### config.mk
export PLATFORM = sky130hd
export DESIGN_NAME = multichannel_scalar_kalman_core
export DESIGN_NICKNAME = d
export VERILOG_FILES = /design/src/rtl/core/mskal_pkg.sv /design/src/rtl/core/multichannel_scalar_kalman_core.sv /design/src/rtl/core/mskal_div.sv /design/src/rtl/core/mskal_mul.sv
export SDC_FILE = /design/constraint.sdc
export NUM_CORES = 1
export LEC_CHECK = 0
export BUFFER_PORTS_ARGS = -buffer_cell sky130_fd_sc_hd__buf_2
export CAP_MARGIN = 20
export CORE_MARGIN = 3
export CORE_UTILIZATION = 63
export DETAILED_ROUTE_END_ITERATION = 10
export PLACE_DENSITY = 0.9
export SYNTH_ARGS = -nofsm -noshare
export SYNTH_HDL_FRONTEND = slang
export SYNTH_SLANG_ARGS = --single-unit
### constraint.sdc
create_clock -name i_clk -period 7 [get_ports i_clk]
set_clock_uncertainty 0.05 [all_clocks]
set_input_delay 1.4 -clock i_clk [delete_from_list [all_inputs] [get_ports i_clk]]
set_output_delay 1.4 -clock i_clk [all_outputs]
set_load 0.03 [all_outputs]
### src/rtl/core/mskal_pkg.sv
// ----------------------------------------------------------------------------
// mskal_pkg
// Shared constants and types for the multichannel scalar Kalman core.
// ----------------------------------------------------------------------------
package mskal_pkg;

    localparam int CHANNELS = 4;
    localparam int CH_IDX_W = (CHANNELS > 1) ? $clog2(CHANNELS) : 1;

    // field widths
    localparam int CH_W    = 2;
    localparam int MEAS_W  = 8;
    localparam int EST_W   = 16;
    localparam int VAR_W   = 16;
    localparam int GAIN_W  = 16;
    localparam int DIFF_W  = 18;
    localparam int DELTA_W = 19;
    localparam int CFG_IDX_W = 1;
    localparam int CFG_DATA_W = 16;

    // reset values
    localparam logic signed [EST_W-1:0] EST_RESET = -16'sd15360;  // -60.0 dB
    localparam logic [VAR_W-1:0] VAR_RESET = 16'd4096;              // 1.0
    localparam logic [VAR_W-1:0] Q_RESET   = 16'd512;               // 0.125
    localparam logic [VAR_W-1:0] R_RESET   = 16'd16384;             // 4.0

    // register indexes
    localparam logic [CFG_IDX_W-1:0] CFG_PROCESS_NOISE     = 1'b0;
    localparam logic [CFG_IDX_W-1:0] CFG_MEASUREMENT_NOISE = 1'b1;

    typedef struct packed {
        logic             start;
        logic [VAR_W-1:0] pp;
        logic [VAR_W-1:0] r;
    } t_div_req;

    typedef struct packed {
        logic              done;
        logic [GAIN_W-1:0] k;
    } t_div_rsp;

    typedef struct packed {
        logic                     start;
        logic [GAIN_W-1:0]        k;
        logic signed [DIFF_W-1:0] diff;
        logic [VAR_W-1:0]         pp;
    } t_mul_req;

    typedef struct packed {
        logic                      done;
        logic signed [DELTA_W-1:0] delta;
        logic [VAR_W-1:0]          p_new;
    } t_mul_rsp;

endpackage

### src/rtl/core/multichannel_scalar_kalman_core.sv
// ----------------------------------------------------------------------------
// multichannel_scalar_kalman_core
// Per-channel scalar Kalman smoothing of signal strength readings.
// ----------------------------------------------------------------------------
// One item is worked at a time; the next input beat is taken only after its result
// has been written to the output register. The work is done by two bit-serial
// 16-step passes (the divider answers at once when the measurement noise register
// is zero): a restoring divider forms the gain, then a shift-add unit forms the
// estimate correction and the new variance together.
// A finished result sits in an output register, so the next item can start
// while it waits; a new result is only written once that register is free.
// Configuration is always ready and is meant to be written while idle.
module multichannel_scalar_kalman_core (
    input  logic                                    i_clk,
    input  logic                                    i_rst_n,
    input  logic                                    i_in_valid,
    output logic                                    o_in_ready,
    input  logic [mskal_pkg::CH_W-1:0]              i_channel,
    input  logic signed [mskal_pkg::MEAS_W-1:0]     i_measurement,
    output logic                                    o_out_valid,
    input  logic                                    i_out_ready,
    output logic [mskal_pkg::CH_W-1:0]              o_channel_out,
    output logic signed [mskal_pkg::EST_W-1:0]      o_estimate_out,
    input  logic                                    i_cfg_valid,
    output logic                                    o_cfg_ready,
    input  logic [mskal_pkg::CFG_IDX_W-1:0]         i_cfg_index,
    input  logic [mskal_pkg::CFG_DATA_W-1:0]        i_cfg_data
);
    import mskal_pkg::*;

    localparam logic [2:0] S_IDLE = 3'd0;
    localparam logic [2:0] S_LOAD = 3'd1;
    localparam logic [2:0] S_DIV  = 3'd2;
    localparam logic [2:0] S_MUL  = 3'd3;
    localparam logic [2:0] S_WB   = 3'd4;

    logic [2:0]                r_state;
    logic [2:0]                n_state;
    logic [CH_W-1:0]           r_ch;
    logic signed [MEAS_W-1:0]  r_m;
    logic                      r_track;
    logic [VAR_W-1:0]          r_pp;
    logic signed [DIFF_W-1:0]  r_diff;
    logic [VAR_W-1:0]          r_qn;
    logic [VAR_W-1:0]          r_rn;
    logic                      r_out_valid;
    logic [CH_W-1:0]           r_out_ch;
    logic signed [EST_W-1:0]   r_out_est;

    logic signed [EST_W-1:0]   r_est [CHANNELS];
    logic [VAR_W-1:0]          r_var [CHANNELS];

    logic [CH_IDX_W-1:0]       idx;
    logic signed [EST_W-1:0]   est_cur;
    logic [VAR_W-1:0]          var_cur;
    logic [VAR_W:0]            pp_sum;
    logic [VAR_W-1:0]          pp_sat;
    logic signed [DIFF_W-1:0]  diff;
    logic signed [DELTA_W:0]   est_sum;
    logic signed [EST_W-1:0]   est_new;
    logic                      in_beat;
    logic                      out_free;

    t_div_req div_req;
    t_div_rsp div_rsp;
    t_mul_req mul_req;
    t_mul_rsp mul_rsp;

    assign in_beat  = i_in_valid && o_in_ready;
    assign out_free = !r_out_valid || i_out_ready;
    assign idx      = CH_IDX_W'(r_ch);
    assign est_cur  = r_est[idx];
    assign var_cur  = r_var[idx];

    always_comb begin
        pp_sum = {1'b0, var_cur} + {1'b0, r_qn};
        pp_sat = pp_sum[VAR_W] ? '1 : pp_sum[VAR_W-1:0];
        diff   = DIFF_W'(signed'({r_m, 8'h00})) - DIFF_W'(est_cur);
        est_sum = (DELTA_W+1)'(est_cur) + (DELTA_W+1)'(mul_rsp.delta);
        if (est_sum > (DELTA_W+1)'(32767)) begin
            est_new = 16'sh7FFF;
        end else if (est_sum < -(DELTA_W+1)'(32768)) begin
            est_new = 16'sh8000;
        end else begin
            est_new = est_sum[EST_W-1:0];
        end
    end

    always_comb begin
        div_req.start = (r_state == S_LOAD) && r_track;
        div_req.pp    = pp_sat;
        div_req.r     = r_rn;
        mul_req.start = (r_state == S_DIV) && div_rsp.done;
        mul_req.k     = div_rsp.k;
        mul_req.diff  = r_diff;
        mul_req.pp    = r_pp;
    end

    mskal_div u_div (
        .i_clk   (i_clk),
        .i_rst_n (i_rst_n),
        .i_req   (div_req),
        .o_rsp   (div_rsp)
    );

    mskal_mul u_mul (
        .i_clk   (i_clk),
        .i_rst_n (i_rst_n),
        .i_req   (mul_req),
        .o_rsp   (mul_rsp)
    );

    always_comb begin
        n_state = r_state;
        unique case (r_state)
            S_IDLE: begin
                if (in_beat) n_state = S_LOAD;
            end
            S_LOAD: begin
                n_state = r_track ? S_DIV : S_WB;
            end
            S_DIV: begin
                if (div_rsp.done) n_state = S_MUL;
            end
            S_MUL: begin
                if (mul_rsp.done) n_state = S_WB;
            end
            S_WB: begin
                if (out_free) n_state = S_IDLE;
            end
            default: n_state = S_IDLE;
        endcase
    end

    always_ff @(posedge i_clk) begin
        if (!i_rst_n) begin
            r_state     <= S_IDLE;
            r_out_valid <= 1'b0;
            r_qn        <= Q_RESET;
            r_rn        <= R_RESET;
            for (int i = 0; i < CHANNELS; i++) begin
                r_est[i] <= EST_RESET;
                r_var[i] <= VAR_RESET;
            end
        end else begin
            r_state <= n_state;

            if (i_cfg_valid) begin
                unique case (i_cfg_index)
                    CFG_PROCESS_NOISE:     r_qn <= i_cfg_data;
                    CFG_MEASUREMENT_NOISE: r_rn <= i_cfg_data;
                    default: ;
                endcase
            end

            if (in_beat) begin
                r_ch    <= i_channel;
                r_m     <= i_measurement;
                r_track <= (32'(i_channel) < CHANNELS);
            end

            if (r_state == S_LOAD) begin
                r_pp   <= pp_sat;
                r_diff <= diff;
            end

            if (r_state == S_WB && out_free) begin
                r_out_valid <= 1'b1;
                r_out_ch    <= r_ch;
                if (r_track) begin
                    r_out_est  <= est_new;
                    r_est[idx] <= est_new;
                    r_var[idx] <= mul_rsp.p_new;
                end else begin
                    // untracked channel: no state change, zero estimate
                    r_out_est <= '0;
                end
            end else if (r_out_valid && i_out_ready) begin
                r_out_valid <= 1'b0;
            end
        end
    end

    assign o_in_ready     = (r_state == S_IDLE);
    assign o_out_valid    = r_out_valid;
    assign o_channel_out  = r_out_ch;
    assign o_estimate_out = r_out_est;
    assign o_cfg_ready    = 1'b1;

endmodule

### src/rtl/core/mskal_div.sv
// ----------------------------------------------------------------------------
// mskal_div
// Bit-serial restoring divider for the gain K = P' * 65536 / (P' + r).
// ----------------------------------------------------------------------------
module mskal_div (
    input  logic                i_clk,
    input  logic                i_rst_n,
    input  mskal_pkg::t_div_req i_req,
    output mskal_pkg::t_div_rsp o_rsp
);
    import mskal_pkg::*;

    logic                r_busy;
    logic                r_done;
    logic [3:0]          r_cnt;
    logic [VAR_W+1:0]    r_rem;
    logic [VAR_W:0]      r_den;
    logic [GAIN_W-1:0]   r_q;

    logic [VAR_W+1:0]    shifted;
    logic                q_bit;
    logic [VAR_W+1:0]    n_rem;

    // remainder always stays below the divisor, so shifted < 2 * den
    always_comb begin
        shifted = {r_rem[VAR_W:0], 1'b0};
        q_bit   = (shifted >= {1'b0, r_den});
        n_rem   = q_bit ? (shifted - {1'b0, r_den}) : shifted;
    end

    always_ff @(posedge i_clk) begin
        if (!i_rst_n) begin
            r_busy <= 1'b0;
            r_done <= 1'b0;
            r_cnt  <= '0;
        end else begin
            r_done <= 1'b0;
            if (i_req.start) begin
                if (i_req.r == '0) begin
                    // zero noise: gain saturates just below one, or is zero
                    r_q    <= (i_req.pp == '0) ? '0 : '1;
                    r_done <= 1'b1;
                    r_busy <= 1'b0;
                end else begin
                    r_rem  <= {2'b00, i_req.pp};
                    r_den  <= {1'b0, i_req.pp} + {1'b0, i_req.r};
                    r_cnt  <= '0;
                    r_busy <= 1'b1;
                end
            end else if (r_busy) begin
                r_rem <= n_rem;
                r_q   <= {r_q[GAIN_W-2:0], q_bit};
                r_cnt <= r_cnt + 4'd1;
                if (r_cnt == 4'd15) begin
                    r_busy <= 1'b0;
                    r_done <= 1'b1;
                end
            end
        end
    end

    assign o_rsp.done = r_done;
    assign o_rsp.k    = r_q;

endmodule

### src/rtl/core/mskal_mul.sv
// ----------------------------------------------------------------------------
// mskal_mul
// Bit-serial shift-add multipliers for K * diff and P' * K, LSB of K first.
// ----------------------------------------------------------------------------
module mskal_mul (
    input  logic                i_clk,
    input  logic                i_rst_n,
    input  mskal_pkg::t_mul_req i_req,
    output mskal_pkg::t_mul_rsp o_rsp
);
    import mskal_pkg::*;

    logic                       r_busy;
    logic                       r_done;
    logic [3:0]                 r_cnt;
    logic [GAIN_W-1:0]          r_k;
    logic signed [DIFF_W-1:0]   r_diff;
    logic [VAR_W-1:0]           r_pp;
    logic signed [DELTA_W-1:0]  r_hi_e;
    logic [VAR_W-1:0]           r_hi_p;
    logic                       r_sticky;

    logic signed [DELTA_W-1:0]  t_e;
    logic [VAR_W:0]             t_p;

    always_comb begin
        t_e = r_hi_e + (r_k[0] ? {r_diff[DIFF_W-1], r_diff} : '0);
        t_p = {1'b0, r_hi_p} + (r_k[0] ? {1'b0, r_pp} : '0);
    end

    always_ff @(posedge i_clk) begin
        if (!i_rst_n) begin
            r_busy <= 1'b0;
            r_done <= 1'b0;
            r_cnt  <= '0;
        end else begin
            r_done <= 1'b0;
            if (i_req.start) begin
                r_k      <= i_req.k;
                r_diff   <= i_req.diff;
                r_pp     <= i_req.pp;
                r_hi_e   <= '0;
                r_hi_p   <= '0;
                r_sticky <= 1'b0;
                r_cnt    <= '0;
                r_busy   <= 1'b1;
            end else if (r_busy) begin
                // arithmetic shift keeps the running floor of the signed product
                r_hi_e   <= t_e >>> 1;
                r_hi_p   <= t_p[VAR_W:1];
                r_sticky <= r_sticky | t_p[0];
                r_k      <= {1'b0, r_k[GAIN_W-1:1]};
                r_cnt    <= r_cnt + 4'd1;
                if (r_cnt == 4'd15) begin
                    r_busy <= 1'b0;
                    r_done <= 1'b1;
                end
            end
        end
    end

    // P' * (65536 - K) >> 16 = P' - ceil(P' * K / 65536)
    assign o_rsp.done  = r_done;
    assign o_rsp.delta = r_hi_e;
    assign o_rsp.p_new = r_pp - r_hi_p - {{(VAR_W-1){1'b0}}, r_sticky};

endmodule

==> flow_metrics.py, run 1 <==
metrics = {
    "timing": {
        "fin_crit_sh_pct": 86.36,
        "layout_min_cycle_time_ps": 6045,
        "holdWs_ps": 368.6,
        "report.final.slew_viol_count": 0,
        "hold_viol_final": 0,
        "layout_setup_ws_ps": 954.7,
        "tns_ps": 0,
        "rsz0062_at_grt": "false",
        "tightest_slew_ps": 1164,
        "slew_headroom_pct": 21.81,
        "fmax_mhz": 165.4,
        "setup_viol": 0,
    },
    "setup_path": {
        "cp_max_fo": 12,
        "worst-setup-path-type": "flop to flop",
        "crit_required_ps": 7230,
        "critPathLaunchType": "flop",
        "critPathCaptureType": "flop",
        "cp_data_arrival_time_ps": 6280,
    },
    "clocking": {
        "ctsRootBufferMaster": "clkbuf_16",
        "cts-hold-fix-buffers": 0,
        "htreeDepth": 2,
        "cts.sinks": 373,
        "cts_buffer_depth": 3,
        "cts_buffers": 39,
        "post_cts_resized": 0,
        "clk_latency_ps": 540,
        "post-cts-setup-buffers": 0,
        "cts_tree": "built",
        "clkTransAtPathRegs_ps": 60,
    },
    "yosys": {
        "synthTopCellsByArea": "edfxtp_1 (47%), ha_1 (8.4%), dfxtp_1 (4.8%)",
        "synth-edff-count": 323,
        "syn_avg_cell_area_um2": 10.89,
        "synth-seq-cells": 373,
        "synth_area_um2": 20720,
        "yosysWarnings": 0,
        "async_flop_share_pct": 0,
        "yosysSeqAreaShare_pct": 51.64,
        "ys_types": 84,
        "synth_nets": 2082,
        "synth_area_leader_cell": "edfxtp_1",
        "synthCells": 1903,
        "synthFlopType": "edfxtp_1",
        "synth_top_area_share_pct": 46.81,
    },
    "power_and_ir_drop": {
        "ir_drop_v": 0.0002408,
        "p_per_area_nw_per_um2": 235.5,
        "power_mw": 5.364,
        "leakagePower_nw": 9.069,
    },
    "routing": {
        "drtPass1Iterations": 6,
        "vias": 15370,
        "avgViaCountPerCell": 6.362,
        "antenna_left": 0,
        "totalWireLength_mm": 50.77,
        "drc_errors": 0,
        "routedWlPerCell_um": 21.01,
        "drtIter0Drc": 1883,
    },
    "floorplan": {
        "die_y_um": 187.4,
        "die_w_um": 187.4,
        "num_rows": 65,
        "ios": 53,
        "start_util_pct": 64.83,
        "design.core.area_um2": 31960,
        "dieArea_um2": 35100,
    },
    "placed_design": {
        "port_buffers": 51,
        "gp_congestion": 0.9202,
        "dp_hpwl_mm": 33.91,
        "pre_cts_ws_ps": 1160,
    },
    "finish": {
        "syn2layout_area_growth_pct": 9.909,
        "multiInputGateArea_um2": 9320,
        "regArea_um2": 10700,
        "fin_util_pct": 71.25,
        "finalNetCount": 2128,
        "drive_above_1_share_pct": 10.81,
        "fillerInstances": 2010,
    },
    "grt": {
        "grtUsageTotal_pct": 28.57,
        "grt_max_degree": 52,
        "grt_antenna_before_repair": 1,
        "globalRouteOverflowTotal": 0,
        "grt_pass1_vias": 15240,
        "grt_pass1_wl_mm": 80.69,
    },
    "min_path": {
        "hold_start": "r_diff[2]",
        "hp-class": "flop to flop",
    },
    "run_status": {
        "status": "complete, no violations",
    },
    "job": {
        "drv_cap": 0,
    },
}
worst max-delay path: stages, from the launching register on:
cell and delay, ps:
dfxtp_2 570, mux4_2 570, ha_1 240, fa_1 450, a211oi_1 460, o21bai_1 230
a211o_1 340, o311ai_2 330, a21o_1 400, nand2b_1 180, ha_1 310, a21oi_1 230
o211ai_1 180, o311ai_0 450, a31oi_1 230, a21o_1 230, a211oi_1 250, nor2_1 70
state kept, by name, summed over array words and instances, names as in the netlist, 4 cells and up, named ones only:
signal / count
r_est: 64
r_var: 64
u_mul.r_hi_e: 18
r_diff: 17
u_div.r_den: 17
u_div.r_rem: 17
u_mul.r_diff: 17
o_estimate_out: 16
r_pp: 16
r_qn: 16
r_rn: 16
u_div.r_q: 16
u_mul.r_hi_p: 16
u_mul.r_k: 16
u_mul.r_pp: 16
r_m: 8
u_div.r_cnt: 4
u_mul.r_cnt: 4
metal layers:
layer / up-vias / global-route usage (%) / wire length, um
met5: - / 0 / 0
met4: 0 / 10.88 / 2107
met3: 162 / 5.454 / 5469
met2: 921 / 46.69 / 24090
met1: 7306 / 38.22 / 19100
li1: 6981 / - / -
logic make-up after synthesis:
| family | share of synthesized area, % |
|---|---|
| multiplexers | 4.372 |
| XOR/XNOR | 4.016 |
| buffers and inverters | 3.539 |
| AND/OR/NAND/NOR | 15.36 |
| flip-flops | 51.64 |
| AO/OA/AOI/OAI | 11.88 |
| other | 0.01810 |
| adder cells (fa/ha/maj) | 9.167 |
metrics by stage:
| stage | area (um^2) | instances |
|---|---|---|
| after floorplan | 20720 | 1903 |
| after global placement | 21420 | 2341 |
| after detailed placement | 21420 | 2341 |
| after CTS | 22740 | 2413 |
| after global routing | 22770 | 2416 |
| final | 22770 | 2416 |
cells in the final DEF, fill, tap and decap left out, types with 15 or more instances in the layout:
cell,instances
edfxtp_1,323
nor2_1,225
nand2_1,210
ha_1,139
a21oi_1,124
inv_1,116
xnor2_1,63
and2_1,55
o21ai_0,53
buf_2,51
dfxtp_1,49
nor3_1,48
clkbuf_16,39
nand3_1,32
xor2_1,32
mux4_2,32
nand2b_1,26
a21o_1,24
o21a_1,21
buf_4,19
a211oi_1,15
and3_1,15
area by class of cell:
type                    count  area share, %
multi-input cells        1341          40.93
diodes                      1        0.01099
clock buffers              43          4.439
flip-flops and latches    373          46.99
well taps                 435          2.390
inverters                 123          2.027
clock inverters            29          1.346
repair buffers             71          1.868
cell usage after synthesis, drive strengths merged, types with 15 or more instances:
master	n
xor2	32
o21a	21
a21o	24
inv	123
nor2	228
and3	15
nand3	32
nand2b	26
a21oi	126
o21ai	53
edfxtp	323
ha	139
and2	55
mux4	32
dfxtp	50
xnor2	63
nand2	210
nor3	48
clkbuf	52
a211oi	15
power by group:
part | internal [mW] | switching (mW)
sequential | 2.50 | 0.0389
combinational | 0.264 | 0.419
clock | 1.24 | 0.902
path summary, 6_finish.rpt:
path,endpoint,slack (ps),cells after the start
worst max-delay path,u_div.r_den[13],950,17
worst min-delay path,u_mul.r_diff[2],370,0
worst max register to register,u_div.r_den[13],950,17
worst min register to register,u_mul.r_diff[2],370,0
No activity file was read; power rests on OpenSTA's default activity.
==> run 2, diff against run 1 <==
- SYNTH_HIERARCHICAL: not set -> 1
==> flow_metrics.py, run 2 <==
metrics = {
    "finish": {
        "antenna_cells": 0,
        "drive_above_1_share_pct": 10.78,
        "final_common_cell": "edfxtp_1",
        "reg_top3": "r_est: 64 flops, r_var: 64 flops",
        "syn2layout_area_growth_pct": 8.652,
        "finalNetCount": 2118,
        "layout_common_cells": "edfxtp_1 (324), nand2_1 (172), ha_1 (140), nor2_1 (133), inv_1 (106)",
    },
    "routing": {
        "drtPass1Iterations": 6,
        "antenna_left": 0,
        "vias": 15460,
        "drtIter0Drc": 1536,
        "totalWireLength_mm": 49.39,
        "avgViaCountPerCell": 6.418,
        "routedWlPerCell_um": 20.50,
        "drc_errors": 0,
    },
    "yosys": {
        "syn_avg_cell_area_um2": 11.10,
        "synth_area_leader_cell": "edfxtp_1",
        "synth_top_area_share_pct": 45.95,
        "synth_most_common_cell": "edfxtp_1",
        "async_flop_share_pct": 0,
        "synthFlopType": "edfxtp_1",
        "ys_types": 80,
        "synth-edff-count": 324,
        "yosysSeqAreaShare_pct": 50.68,
        "synth-seq-cells": 374,
        "synthTopCellsByArea": "edfxtp_1 (46%), ha_1 (8.3%), dfxtp_1 (4.7%)",
        "synthCells": 1907,
        "synth_area_um2": 21170,
        "synth_nets": 2087,
        "synthTopCellsByCount": "edfxtp_1 (324), nand2_1 (173), ha_1 (140), nor2_1 (135), inv_1 (106)",
        "yosysWarnings": 6,
    },
    "clocking": {
        "clkTransAtPathRegs_ps": 60,
        "cts_tree": "built",
        "post_cts_resized": 0,
        "cts-hold-fix-buffers": 0,
        "cts_buffer_depth": 3,
        "clk_latency_ps": 530,
        "ctsRootBufferMaster": "clkbuf_16",
        "cts.sinks": 374,
        "post-cts-setup-buffers": 0,
        "htreeDepth": 2,
        "cts_buffers": 39,
    },
    "grt": {
        "grtUsageTotal_pct": 27.53,
        "grt_pass1_wl_mm": 79.49,
        "grt_antenna_before_repair": 0,
        "grt_max_degree": 62,
        "globalRouteOverflowTotal": 0,
        "grt_pass1_vias": 15080,
    },
    "run_status": {
        "status": "complete, no violations",
    },
    "job": {
        "drv_cap": 0,
    },
    "setup_path": {
        "critPathLaunchType": "flop",
        "worst-setup-path-type": "flop to flop",
        "cp_data_arrival_time_ps": 6350,
        "slowest_delay_ps": 660,
        "cp_max_fo": 15,
        "critPathCaptureType": "flop",
        "critPathSlowestCell": "dfxtp_2",
        "crit_required_ps": 7210,
        "crit_chain": "mux4_2, ha_1, inv_1, fa_1, nor2b_1, o21ai_0, a21boi_0, o2111ai_1, a21oi_1, o31ai_1, a21o_1, nand2b_1, ha_1, fa_1, a21o_1, nand4_1, a21oi_2, or4_4, a31o_1, a21oi_2, o21ai_0",
    },
    "power_and_ir_drop": {
        "ir_drop_v": 0.0002516,
        "power_mw": 5.487,
        "leakagePower_nw": 8.921,
        "p_per_area_nw_per_um2": 238.5,
    },
    "timing": {
        "layout_min_cycle_time_ps": 6145,
        "tightest_slew_ps": 1098,
        "hold_viol_final": 0,
        "slew_headroom_pct": 25.87,
        "tns_ps": 0,
        "fmax_mhz": 162.7,
        "rsz0062_at_grt": "false",
        "fin_crit_sh_pct": 87.78,
        "setup_viol": 0,
        "report.final.slew_viol_count": 0,
    },
    "floorplan": {
        "design.core.area_um2": 32870,
        "die_w_um": 189.3,
        "start_util_pct": 64.42,
        "num_rows": 66,
        "die_y_um": 189.3,
        "ios": 53,
        "dieArea_um2": 35840,
    },
    "placed_design": {
        "gp_congestion": 0.9268,
        "dp_hpwl_mm": 35.02,
        "port_buffers": 51,
    },
    "min_path": {
        "hp-class": "flop to flop",
    },
}
[run 2: cell types whose count changed in the layout (fill, tap and decap cells not counted), sizes merged, moves of 12 or more]
cell    delta
and3      +22
nor2      -93
a21boi    +29
a21oi     -21
and2      +15
nor3      -12
inv       -20
mux2      +22
a211oi    +52
o21ai     +41
nand2     -37
[run 2: area by class of cell]
class	count	area, um^2
inverter	108	405.4
timing repair buffer	70	410.4
tap	442	553.0
fill	2218	9862
clock inverter	21	167.7
sequential	374	10730
clock buffer	49	1023
multi-input combinational	1345	9713
[run 2: report_power, final]
group          internal, mW  leakage, nW  total [mW]  switching [mW]
registers              2.56         3.45        2.62          0.0556
logic                 0.354         4.90       0.920           0.566
clock network          1.11        0.569        1.95           0.835
[run 2: final timing paths]
kind	startpoint	end	slack [ps]	cells after the start
min	r_diff[8]	u_mul/r_diff[8]	370	0
max	flop	u_div/r_den[16]	860	21
min reg2reg	r_diff[8]	u_mul/r_diff[8]	370	0
max reg2reg	flop	u_div/r_den[16]	860	21
[run 2: worst max-delay path: cells and delay by family (launching register included)]
family	cells	cell delay (ps)
flops	1	660
mux	1	590
fa+ha+maj	4	1150
compound gates	11	2460
simple gates	4	890
buf+inv	1	70
[run 2: metal layers]
layer / vias up / share of wire (%) / wire, um / global-route usage (%)
met3: 116 / 8.6 / 4234 / 3.925
met1: 7442 / 42 / 20530 / 38.95
li1: 7117 / - / - / -
met5: - / 0 / 0 / 0
met2: 786 / 47 / 23280 / 45.15
met4: 0 / 2.7 / 1343 / 7.620
[run 2: logic make-up after synthesis]
logic type	Yosys count	share of synthesized area [%]
multiplexers	74	5.543
buffers and inverters	188	3.563
XOR/XNOR	100	4.137
adder cells (fa/ha/maj)	148	9.030
other	1	0.01771
flip-flops	374	50.68
AO/OA/AOI/OAI	437	13.60
AND/OR/NAND/NOR	585	13.43
[run 2: through the flow]
stage                     area, um^2  hold WS, ps  setup WS, ps  instances  util (%)
after floorplan                21170        350.3          1233       1907         -
after CTS                      23000        368.6         972.1       2409     69.99
final                          23000        367.5         855.1       2409     69.99
after global routing           23000        373.5         517.3       2409     69.99
after detailed placement       21810        354.5         998.8       2339     66.37
after global placement         21810        350.7          1196       2339     66.37
